**src/hdl/scd_pkg.sv**
```systemverilog
`timescale 1ns / 1ps

package scd_pkg;

  localparam int unsigned ScanW  = 8;
  localparam int unsigned KeyW   = 7;
  localparam int unsigned IdxW   = 6;
  localparam int unsigned AsciiW = 7;

  localparam logic [KeyW-1:0]   KeyLShift = 7'h2A;
  localparam logic [KeyW-1:0]   KeyRShift = 7'h36;
  localparam logic [KeyW-1:0]   KeyCaps   = 7'h3A;
  localparam logic [KeyW-1:0]   KeyLimit  = 7'd58;
  localparam logic [AsciiW-1:0] AsciiLowA = 7'h61;
  localparam logic [AsciiW-1:0] AsciiLowZ = 7'h7A;

  // Decode result and next flag state for one scan-code beat.
  typedef struct packed {
    logic              emit;
    logic [AsciiW-1:0] ascii;
    logic              shift_d;
    logic              caps_d;
  } decode_t;

  function automatic logic [AsciiW-1:0] keymap_plain(input logic [IdxW-1:0] idx);
    logic [AsciiW-1:0] ch;
    case (idx)
      6'd1:    ch = 7'h1B;
      6'd2:    ch = 7'h31;
      6'd3:    ch = 7'h32;
      6'd4:    ch = 7'h33;
      6'd5:    ch = 7'h34;
      6'd6:    ch = 7'h35;
      6'd7:    ch = 7'h36;
      6'd8:    ch = 7'h37;
      6'd9:    ch = 7'h38;
      6'd10:   ch = 7'h39;
      6'd11:   ch = 7'h30;
      6'd12:   ch = 7'h2D;
      6'd13:   ch = 7'h3D;
      6'd14:   ch = 7'h08;
      6'd15:   ch = 7'h09;
      6'd16:   ch = 7'h71;
      6'd17:   ch = 7'h77;
      6'd18:   ch = 7'h65;
      6'd19:   ch = 7'h72;
      6'd20:   ch = 7'h74;
      6'd21:   ch = 7'h79;
      6'd22:   ch = 7'h75;
      6'd23:   ch = 7'h69;
      6'd24:   ch = 7'h6F;
      6'd25:   ch = 7'h70;
      6'd26:   ch = 7'h5B;
      6'd27:   ch = 7'h5D;
      6'd28:   ch = 7'h0A;
      6'd30:   ch = 7'h61;
      6'd31:   ch = 7'h73;
      6'd32:   ch = 7'h64;
      6'd33:   ch = 7'h66;
      6'd34:   ch = 7'h67;
      6'd35:   ch = 7'h68;
      6'd36:   ch = 7'h6A;
      6'd37:   ch = 7'h6B;
      6'd38:   ch = 7'h6C;
      6'd39:   ch = 7'h3B;
      6'd40:   ch = 7'h27;
      6'd41:   ch = 7'h60;
      6'd43:   ch = 7'h5C;
      6'd44:   ch = 7'h7A;
      6'd45:   ch = 7'h78;
      6'd46:   ch = 7'h63;
      6'd47:   ch = 7'h76;
      6'd48:   ch = 7'h62;
      6'd49:   ch = 7'h6E;
      6'd50:   ch = 7'h6D;
      6'd51:   ch = 7'h2C;
      6'd52:   ch = 7'h2E;
      6'd53:   ch = 7'h2F;
      6'd55:   ch = 7'h2A;
      6'd57:   ch = 7'h20;
      default: ch = 7'h00;
    endcase
    return ch;
  endfunction

  function automatic logic [AsciiW-1:0] keymap_shifted(input logic [IdxW-1:0] idx);
    logic [AsciiW-1:0] ch;
    case (idx)
      6'd1:    ch = 7'h1B;
      6'd2:    ch = 7'h21;
      6'd3:    ch = 7'h40;
      6'd4:    ch = 7'h23;
      6'd5:    ch = 7'h24;
      6'd6:    ch = 7'h25;
      6'd7:    ch = 7'h5E;
      6'd8:    ch = 7'h26;
      6'd9:    ch = 7'h2A;
      6'd10:   ch = 7'h28;
      6'd11:   ch = 7'h29;
      6'd12:   ch = 7'h5F;
      6'd13:   ch = 7'h2B;
      6'd14:   ch = 7'h08;
      6'd15:   ch = 7'h09;
      6'd16:   ch = 7'h51;
      6'd17:   ch = 7'h57;
      6'd18:   ch = 7'h45;
      6'd19:   ch = 7'h52;
      6'd20:   ch = 7'h54;
      6'd21:   ch = 7'h59;
      6'd22:   ch = 7'h55;
      6'd23:   ch = 7'h49;
      6'd24:   ch = 7'h4F;
      6'd25:   ch = 7'h50;
      6'd26:   ch = 7'h7B;
      6'd27:   ch = 7'h7D;
      6'd28:   ch = 7'h0A;
      6'd30:   ch = 7'h41;
      6'd31:   ch = 7'h53;
      6'd32:   ch = 7'h44;
      6'd33:   ch = 7'h46;
      6'd34:   ch = 7'h47;
      6'd35:   ch = 7'h48;
      6'd36:   ch = 7'h4A;
      6'd37:   ch = 7'h4B;
      6'd38:   ch = 7'h4C;
      6'd39:   ch = 7'h3A;
      6'd40:   ch = 7'h22;
      6'd41:   ch = 7'h7E;
      6'd43:   ch = 7'h7C;
      6'd44:   ch = 7'h5A;
      6'd45:   ch = 7'h58;
      6'd46:   ch = 7'h43;
      6'd47:   ch = 7'h56;
      6'd48:   ch = 7'h42;
      6'd49:   ch = 7'h4E;
      6'd50:   ch = 7'h4D;
      6'd51:   ch = 7'h3C;
      6'd52:   ch = 7'h3E;
      6'd53:   ch = 7'h3F;
      6'd55:   ch = 7'h2A;
      6'd57:   ch = 7'h20;
      default: ch = 7'h00;
    endcase
    return ch;
  endfunction

endpackage

```
**src/hdl/scancode_to_ascii_decoder_core.sv**
```systemverilog
`timescale 1ns / 1ps

// Set 1 scan-code to ASCII decoder.
// Slave channel: one scan-code byte per beat on s_axis_tdata_i; bit 7 marks
// a key release. Master channel: one beat per key press with a nonzero
// table entry, carrying the ASCII code and the caps lock state at the press.
// Shift make/break, caps lock make, other releases, keys beyond the table
// and table holes update state only and produce no output beat.
// Path: an input beat is captured in the input register and decoded
// into the output register as soon as the output slot is free.
// Throughput: one beat per cycle while the receiver keeps tready high, set
// by the single decode stage between the input and output registers.
// Stall: when the receiver holds tready low, the output register holds its
// beat, the input register holds the next one, and tready to the sender
// drops only when both are full.
// Reset: clears both valid bits, the shift flag and the caps lock flag.
module scancode_to_ascii_decoder_core (
  input  logic       clk_i,
  input  logic       rst_ni,
  input  logic       s_axis_tvalid_i,
  output logic       s_axis_tready_o,
  input  logic [7:0] s_axis_tdata_i,   // [7:0] scan_byte
  output logic       m_axis_tvalid_o,
  input  logic       m_axis_tready_i,
  output logic [7:0] m_axis_tdata_o    // [6:0] ascii_char, [7] caps_on
);

  logic                           in_valid_q;
  logic [scd_pkg::ScanW-1:0]      in_scan_q;
  logic                           out_valid_q;
  logic                           out_valid_d;
  logic [scd_pkg::AsciiW-1:0]     out_ascii_q;
  logic                           out_caps_q;
  logic                           shift_q;
  logic                           caps_q;
  logic                           out_free;
  logic                           advance;
  scd_pkg::decode_t               dec;

  // Output slot is free when empty or being drained this cycle.
  assign out_free = !out_valid_q || m_axis_tready_i;
  // Retire the held scan code into the output stage.
  assign advance  = in_valid_q && out_free;

  assign s_axis_tready_o = !in_valid_q || out_free;

  scd_decode u_decode (
    .scan_i  (in_scan_q),
    .shift_i (shift_q),
    .caps_i  (caps_q),
    .dec_o   (dec)
  );

  // Input register: take a new beat whenever the held one moves on.
  always_ff @(posedge clk_i or negedge rst_ni) begin
    if (!rst_ni) begin
      in_valid_q <= 1'b0;
    end else if (s_axis_tready_o) begin
      in_valid_q <= s_axis_tvalid_i;
    end
  end

  always_ff @(posedge clk_i) begin
    if (s_axis_tready_o && s_axis_tvalid_i) begin
      in_scan_q <= s_axis_tdata_i;
    end
  end

  // Keyboard state advances once per retired scan code.
  always_ff @(posedge clk_i or negedge rst_ni) begin
    if (!rst_ni) begin
      shift_q <= 1'b0;
      caps_q  <= 1'b0;
    end else if (advance) begin
      shift_q <= dec.shift_d;
      caps_q  <= dec.caps_d;
    end
  end

  always_comb begin
    out_valid_d = out_valid_q;
    if (out_free) begin
      out_valid_d = advance && dec.emit;
    end
  end

  always_ff @(posedge clk_i or negedge rst_ni) begin
    if (!rst_ni) begin
      out_valid_q <= 1'b0;
    end else begin
      out_valid_q <= out_valid_d;
    end
  end

  always_ff @(posedge clk_i) begin
    if (advance && dec.emit) begin
      out_ascii_q <= dec.ascii;
      out_caps_q  <= caps_q;
    end
  end

  assign m_axis_tvalid_o = out_valid_q;
  assign m_axis_tdata_o  = {out_caps_q, out_ascii_q};

endmodule

```
**src/hdl/scd_decode.sv**
```systemverilog
`timescale 1ns / 1ps

module scd_decode (
  input  logic [scd_pkg::ScanW-1:0] scan_i,
  input  logic                      shift_i,
  input  logic                      caps_i,
  output scd_pkg::decode_t          dec_o
);

  logic                           brk;
  logic [scd_pkg::KeyW-1:0]       key;
  logic                           is_shift;
  logic [scd_pkg::AsciiW-1:0]     plain;
  logic [scd_pkg::AsciiW-1:0]     shifted;
  logic                           is_letter;
  logic                           use_shift;
  logic [scd_pkg::AsciiW-1:0]     ch;

  assign brk      = scan_i[scd_pkg::ScanW-1];
  assign key      = scan_i[scd_pkg::KeyW-1:0];
  assign is_shift = (key == scd_pkg::KeyLShift) || (key == scd_pkg::KeyRShift);

  assign plain     = scd_pkg::keymap_plain(key[scd_pkg::IdxW-1:0]);
  assign shifted   = scd_pkg::keymap_shifted(key[scd_pkg::IdxW-1:0]);
  // Caps lock only affects letters.
  assign is_letter = (plain >= scd_pkg::AsciiLowA) && (plain <= scd_pkg::AsciiLowZ);
  assign use_shift = is_letter ? (caps_i ^ shift_i) : shift_i;
  assign ch        = use_shift ? shifted : plain;

  always_comb begin
    dec_o.emit    = 1'b0;
    dec_o.ascii   = ch;
    dec_o.shift_d = shift_i;
    dec_o.caps_d  = caps_i;
    if (brk) begin
      // A release of either shift drops the single flag.
      if (is_shift) begin
        dec_o.shift_d = 1'b0;
      end
    end else if (is_shift) begin
      dec_o.shift_d = 1'b1;
    end else if (key == scd_pkg::KeyCaps) begin
      dec_o.caps_d = ~caps_i;
    end else if (key < scd_pkg::KeyLimit) begin
      dec_o.emit = (ch != '0);
    end
  end

endmodule
```
**config.mk**
```make
export PLATFORM = sky130hd
export DESIGN_NAME = scancode_to_ascii_decoder_core
export DESIGN_NICKNAME = d
export VERILOG_FILES = /design/src/hdl/scd_pkg.sv /design/src/hdl/scancode_to_ascii_decoder_core.sv /design/src/hdl/scd_decode.sv
export SDC_FILE = /design/constraint.sdc
export NUM_CORES = 1
export LEC_CHECK = 0
export ABC_AREA = 1
export BUFFER_PORTS_ARGS = -buffer_cell sky130_fd_sc_hd__buf_2
export CAP_MARGIN = 40
export CORE_MARGIN = 3
export CORE_UTILIZATION = 35
export CTS_CLUSTER_SIZE = 40
export DETAILED_ROUTE_END_ITERATION = 8
export MAX_ROUTING_LAYER = met4
export PLACE_DENSITY = 0.51
export RECOVER_POWER = 50
export SLEW_MARGIN = 20
export SYNTH_ARGS = -nofsm -noshare
export SYNTH_HDL_FRONTEND = slang
export SYNTH_HIERARCHICAL = 1
export SYNTH_SLANG_ARGS = --single-unit
```
**constraint.sdc**
```tcl
create_clock -name clk_i -period 4.3 [get_ports clk_i]
set_input_delay 0.43 -clock clk_i [delete_from_list [all_inputs] [get_ports clk_i]]
set_output_delay 0.43 -clock clk_i [all_outputs]
set_load 0.01 [all_outputs]
```
==> flow_summary_export.csv <==
group,metric,value,unit
run_status,run_status,"finished, final reports clean",
logic_synthesis,syn_area_per_cell,7.125,um2
worst_setup_path,reg2regPathDepth,21,
die,row_count,27,
worst_setup_path,cp-start-kind,"flip-flop",
worst_setup_path,path_class,"reg2reg",
sta,fin_setup_tns,0,ns
detailed_routing,first_pass_iters,5,
worst_setup_path,required,4.20,ns
die,die_h,84.28,um
global_routing,antenna_found_initial,0,
global_routing,grt_max_degree,20,
clock_tree,post_cts_buffers,0,
die,core_area,5709,um2
sta,setup-violations-final,0,
sta,timing.final.max_slew_violations,0,
placed_design,port-buffer-count,21,
sta,setup_ws,0.7160,ns
clock_tree,clk_pin_slew,0.07,ns
clock_tree,htreeDepth,1,
finish,drive_above_1_share,17.76,%
logic_synthesis,yosys_warnings,6,
logic_synthesis,syn_inst,301,
detailed_routing,drt_first_iter_violations,272,
clock_tree,cts_resized,0,
hold_path,hp-class,"in2reg",
detailed_routing,vias,2061,
logic_synthesis,synth_area,2145,um2
finish,multi_input_area,1316,um2
logic_synthesis,netlist_top_cells_area,"edfxtp_1 22%, nand2_1 17%, nand3_1 7.9%",
logic_synthesis,ys_types,40,
job,cap_viol_max_count,0,
placed_design,hpwl,4469,um
logic_synthesis,netlist_top_cells_count,"99 x nand2_1, 34 x nand3_1, 27 x inv_1",
finish,ff_latch_area,580.6,um2
clock_tree,cts_inserted_buffers,3,
logic_synthesis,synth_most_common_cell,"nand2_1",
pwr,peakVddDrop,0.1795,mV
placed_design,gp_congestion,0.9368,
logic_synthesis,synthesis.nets,326,
sta,final.period_utilization,83.35,%
die,start_util,37.56,%
die,dieArea,7102,um2
clock_tree,cts.sinks,20,
logic_synthesis,ys_seq_area_share,27.07,%
clock_tree,cts_tree,"done",
sta,rsz0062_at_grt,"no",
global_routing,grt-ovfl-total,0,
sta,slew_headroom,54.96,%
sta,hold_viol,0,
logic_synthesis,synth_top_area_share,22.40,%
clock_tree,clock_path_buffers,2,
logic_synthesis,synth_edf_count,16,
placed_design,pre_cts_slack,0.7214,ns
sta,layout_min_cycle_time,3.584,ns
clock_tree,cts_root_buf,"clkbuf_8",
detailed_routing,via_per_inst,5.244,
logic_synthesis,synthArstFlopShare,20.00,%
global_routing,grt_pass1_wl,9349,um
die,boundaryPins,22,
worst_setup_path,crit_path_max_fanout,11,
finish,diodes,0,
pwr,p_per_area,308.9,nW/um2
worst_setup_path,r2r-start,"in_scan_q[1]",
worst_setup_path,cp-startpoint,"in_scan_q[1]",
sta,skew,0.001270,ns
worst_setup_path,end_kind,"flip-flop",
detailed_routing,ant_nets,0,
global_routing,grt_usage,16.50,%
logic_synthesis,synthFlopType,"edfxtp_1",
sta,tightest_slew,0.6732,ns
sta,clock.fmax,279.0,MHz
worst_setup_path,rrSetupSlack,0.72,ns
detailed_routing,route.detailed.drc,0,
global_routing,first_global_vias,2012,
pwr,p_leak,1.120,nW
worst_setup_path,crit_end,"out_ascii_q[0]",
worst_setup_path,arrival,3.48,ns
die,die_w,84.28,um
finish,finalNetCount,347,
detailed_routing,wl,5547,um
finish,n_fill_cell,625,
finish,syn_to_final_growth,8.518,%
clock_tree,clk_latency,0.26,ns
logic_synthesis,ys_ff_latch,20,
detailed_routing,wire_per_inst,14.11,um
worst_setup_path,r2r_end,"out_ascii_q[0]",
logic_synthesis,synth_top_area_cell,"edfxtp_1",
-- cell type report --
cell class | count | area share [%]
multi-input combinational | 236 | 56.56
sequential | 20 | 24.95
inverter | 36 | 6.129
timing repair buffer | 25 | 5.430
tap | 72 | 3.871
clock buffer | 3 | 1.774
clock inverter | 1 | 1.290
-- sequential cells by signal, indices dropped and copies added (netlist names) --
signal	flops
shift_q	1
caps_q	1
in_valid_q	1
m_axis_tvalid_o	1
in_scan_q	8
out_ascii_q	7
out_caps_q	1
-- critical path, stage by stage, from the launching register on --
cell      delay [ns]
edfxtp_1        0.61
inv_2           0.19
ha_1            0.34
inv_1           0.13
nand2_1         0.09
nand2_1         0.08
nor2_1          0.06
nor2_1          0.10
nand2_1         0.06
nand2_1         0.09
nand2_1         0.09
nor2_2          0.12
nand2_2         0.09
nand4_4         0.14
nand2_4         0.09
nand2_1         0.06
nand2_1         0.06
nand2_1         0.07
nor2_1          0.05
a21oi_1         0.11
inv_1           0.06
nor2_1          0.53
-- report_power, final --
group          switching (mW)  total (mW)  leakage (nW)  internal [mW]
combinational           0.177       0.267         0.881         0.0900
clock                  0.0629       0.187        0.0357          0.124
sequential             0.0258       0.265         0.204          0.239
-- layer usage --
metal	GRT usage, %	wire length (um)	vias up
met5	-	0	-
li1	-	-	1040
met1	21.16	2487	930
met3	2.748	307	16
met2	25.75	2591	75
met4	6.725	160	0
-- worst min path at each step --
stage	from	endpoint	slack, ns	cells after the start
2_1_floorplan	rst_ni	caps_q	0.13	0
3_3_place_gp	rst_ni	caps_q	0.24	1
3_5_place_dp	rst_ni	caps_q	0.24	1
4_1_cts	s_axis_tdata_i[2]	in_scan_q[2]	0.33	1
5_1_grt	s_axis_tdata_i[7]	in_scan_q[7]	0.33	1
6_report	s_axis_tdata_i[0]	in_scan_q[0]	0.34	1
-- repair_timing --
item,in CTS,in global routing
hold buffers,1,0
setup endpoints to repair,0,0
hold endpoints to repair,4,0
-- logic make-up (layout without fill, tap and decap cells) --
group                      after synthesis  count (layout)  synth area share, %
AOI/OAI and AO/OA                       38              38                11.49
DFF                                     20              20                27.07
adders and majority gates               13              13                7.585
and+or+nand+nor                        184             184                42.12
buffers and inverters                   45              65                11.32
xor gates and xnor gates                 1               1               0.4085
-- per-stage QoR --
stage | area (um2) | cells | hold slack [ns] | power [mW] | utilization, %
2_1_floorplan | 2145 | 301 | 0.1344 | 0.4779 | -
3_3_place_gp | 2262 | 388 | 0.2353 | 0.5421 | 39.62
3_5_place_dp | 2262 | 388 | 0.2379 | 0.5368 | 39.62
4_1_cts | 2344 | 393 | 0.3315 | 0.7255 | 41.05
5_1_grt | 2327 | 393 | 0.3290 | 0.7757 | 40.76
6_report | 2327 | 393 | 0.3394 | 0.7190 | 40.76
-- cell usage in the layout (no fill, tap or decap), types with 2 or more instances in the layout --
cell	count
buf_4	3
a21oi_1	8
a211oi_1	4
dfrtp_1	4
clkbuf_8	3
nand3_1	35
nor2_2	3
nand2_2	9
a221oi_1	2
clkbuf_1	9
edfxtp_1	16
ha_1	13
o211ai_1	2
inv_1	27
nor2_1	19
nand2_4	3
inv_2	7
o21ai_1	5
nand3_2	6
nor2_4	4
nand4_1	2
buf_2	12
o21ai_0	8
nand2_1	99
No activity file was read; power rests on OpenSTA's default activity.
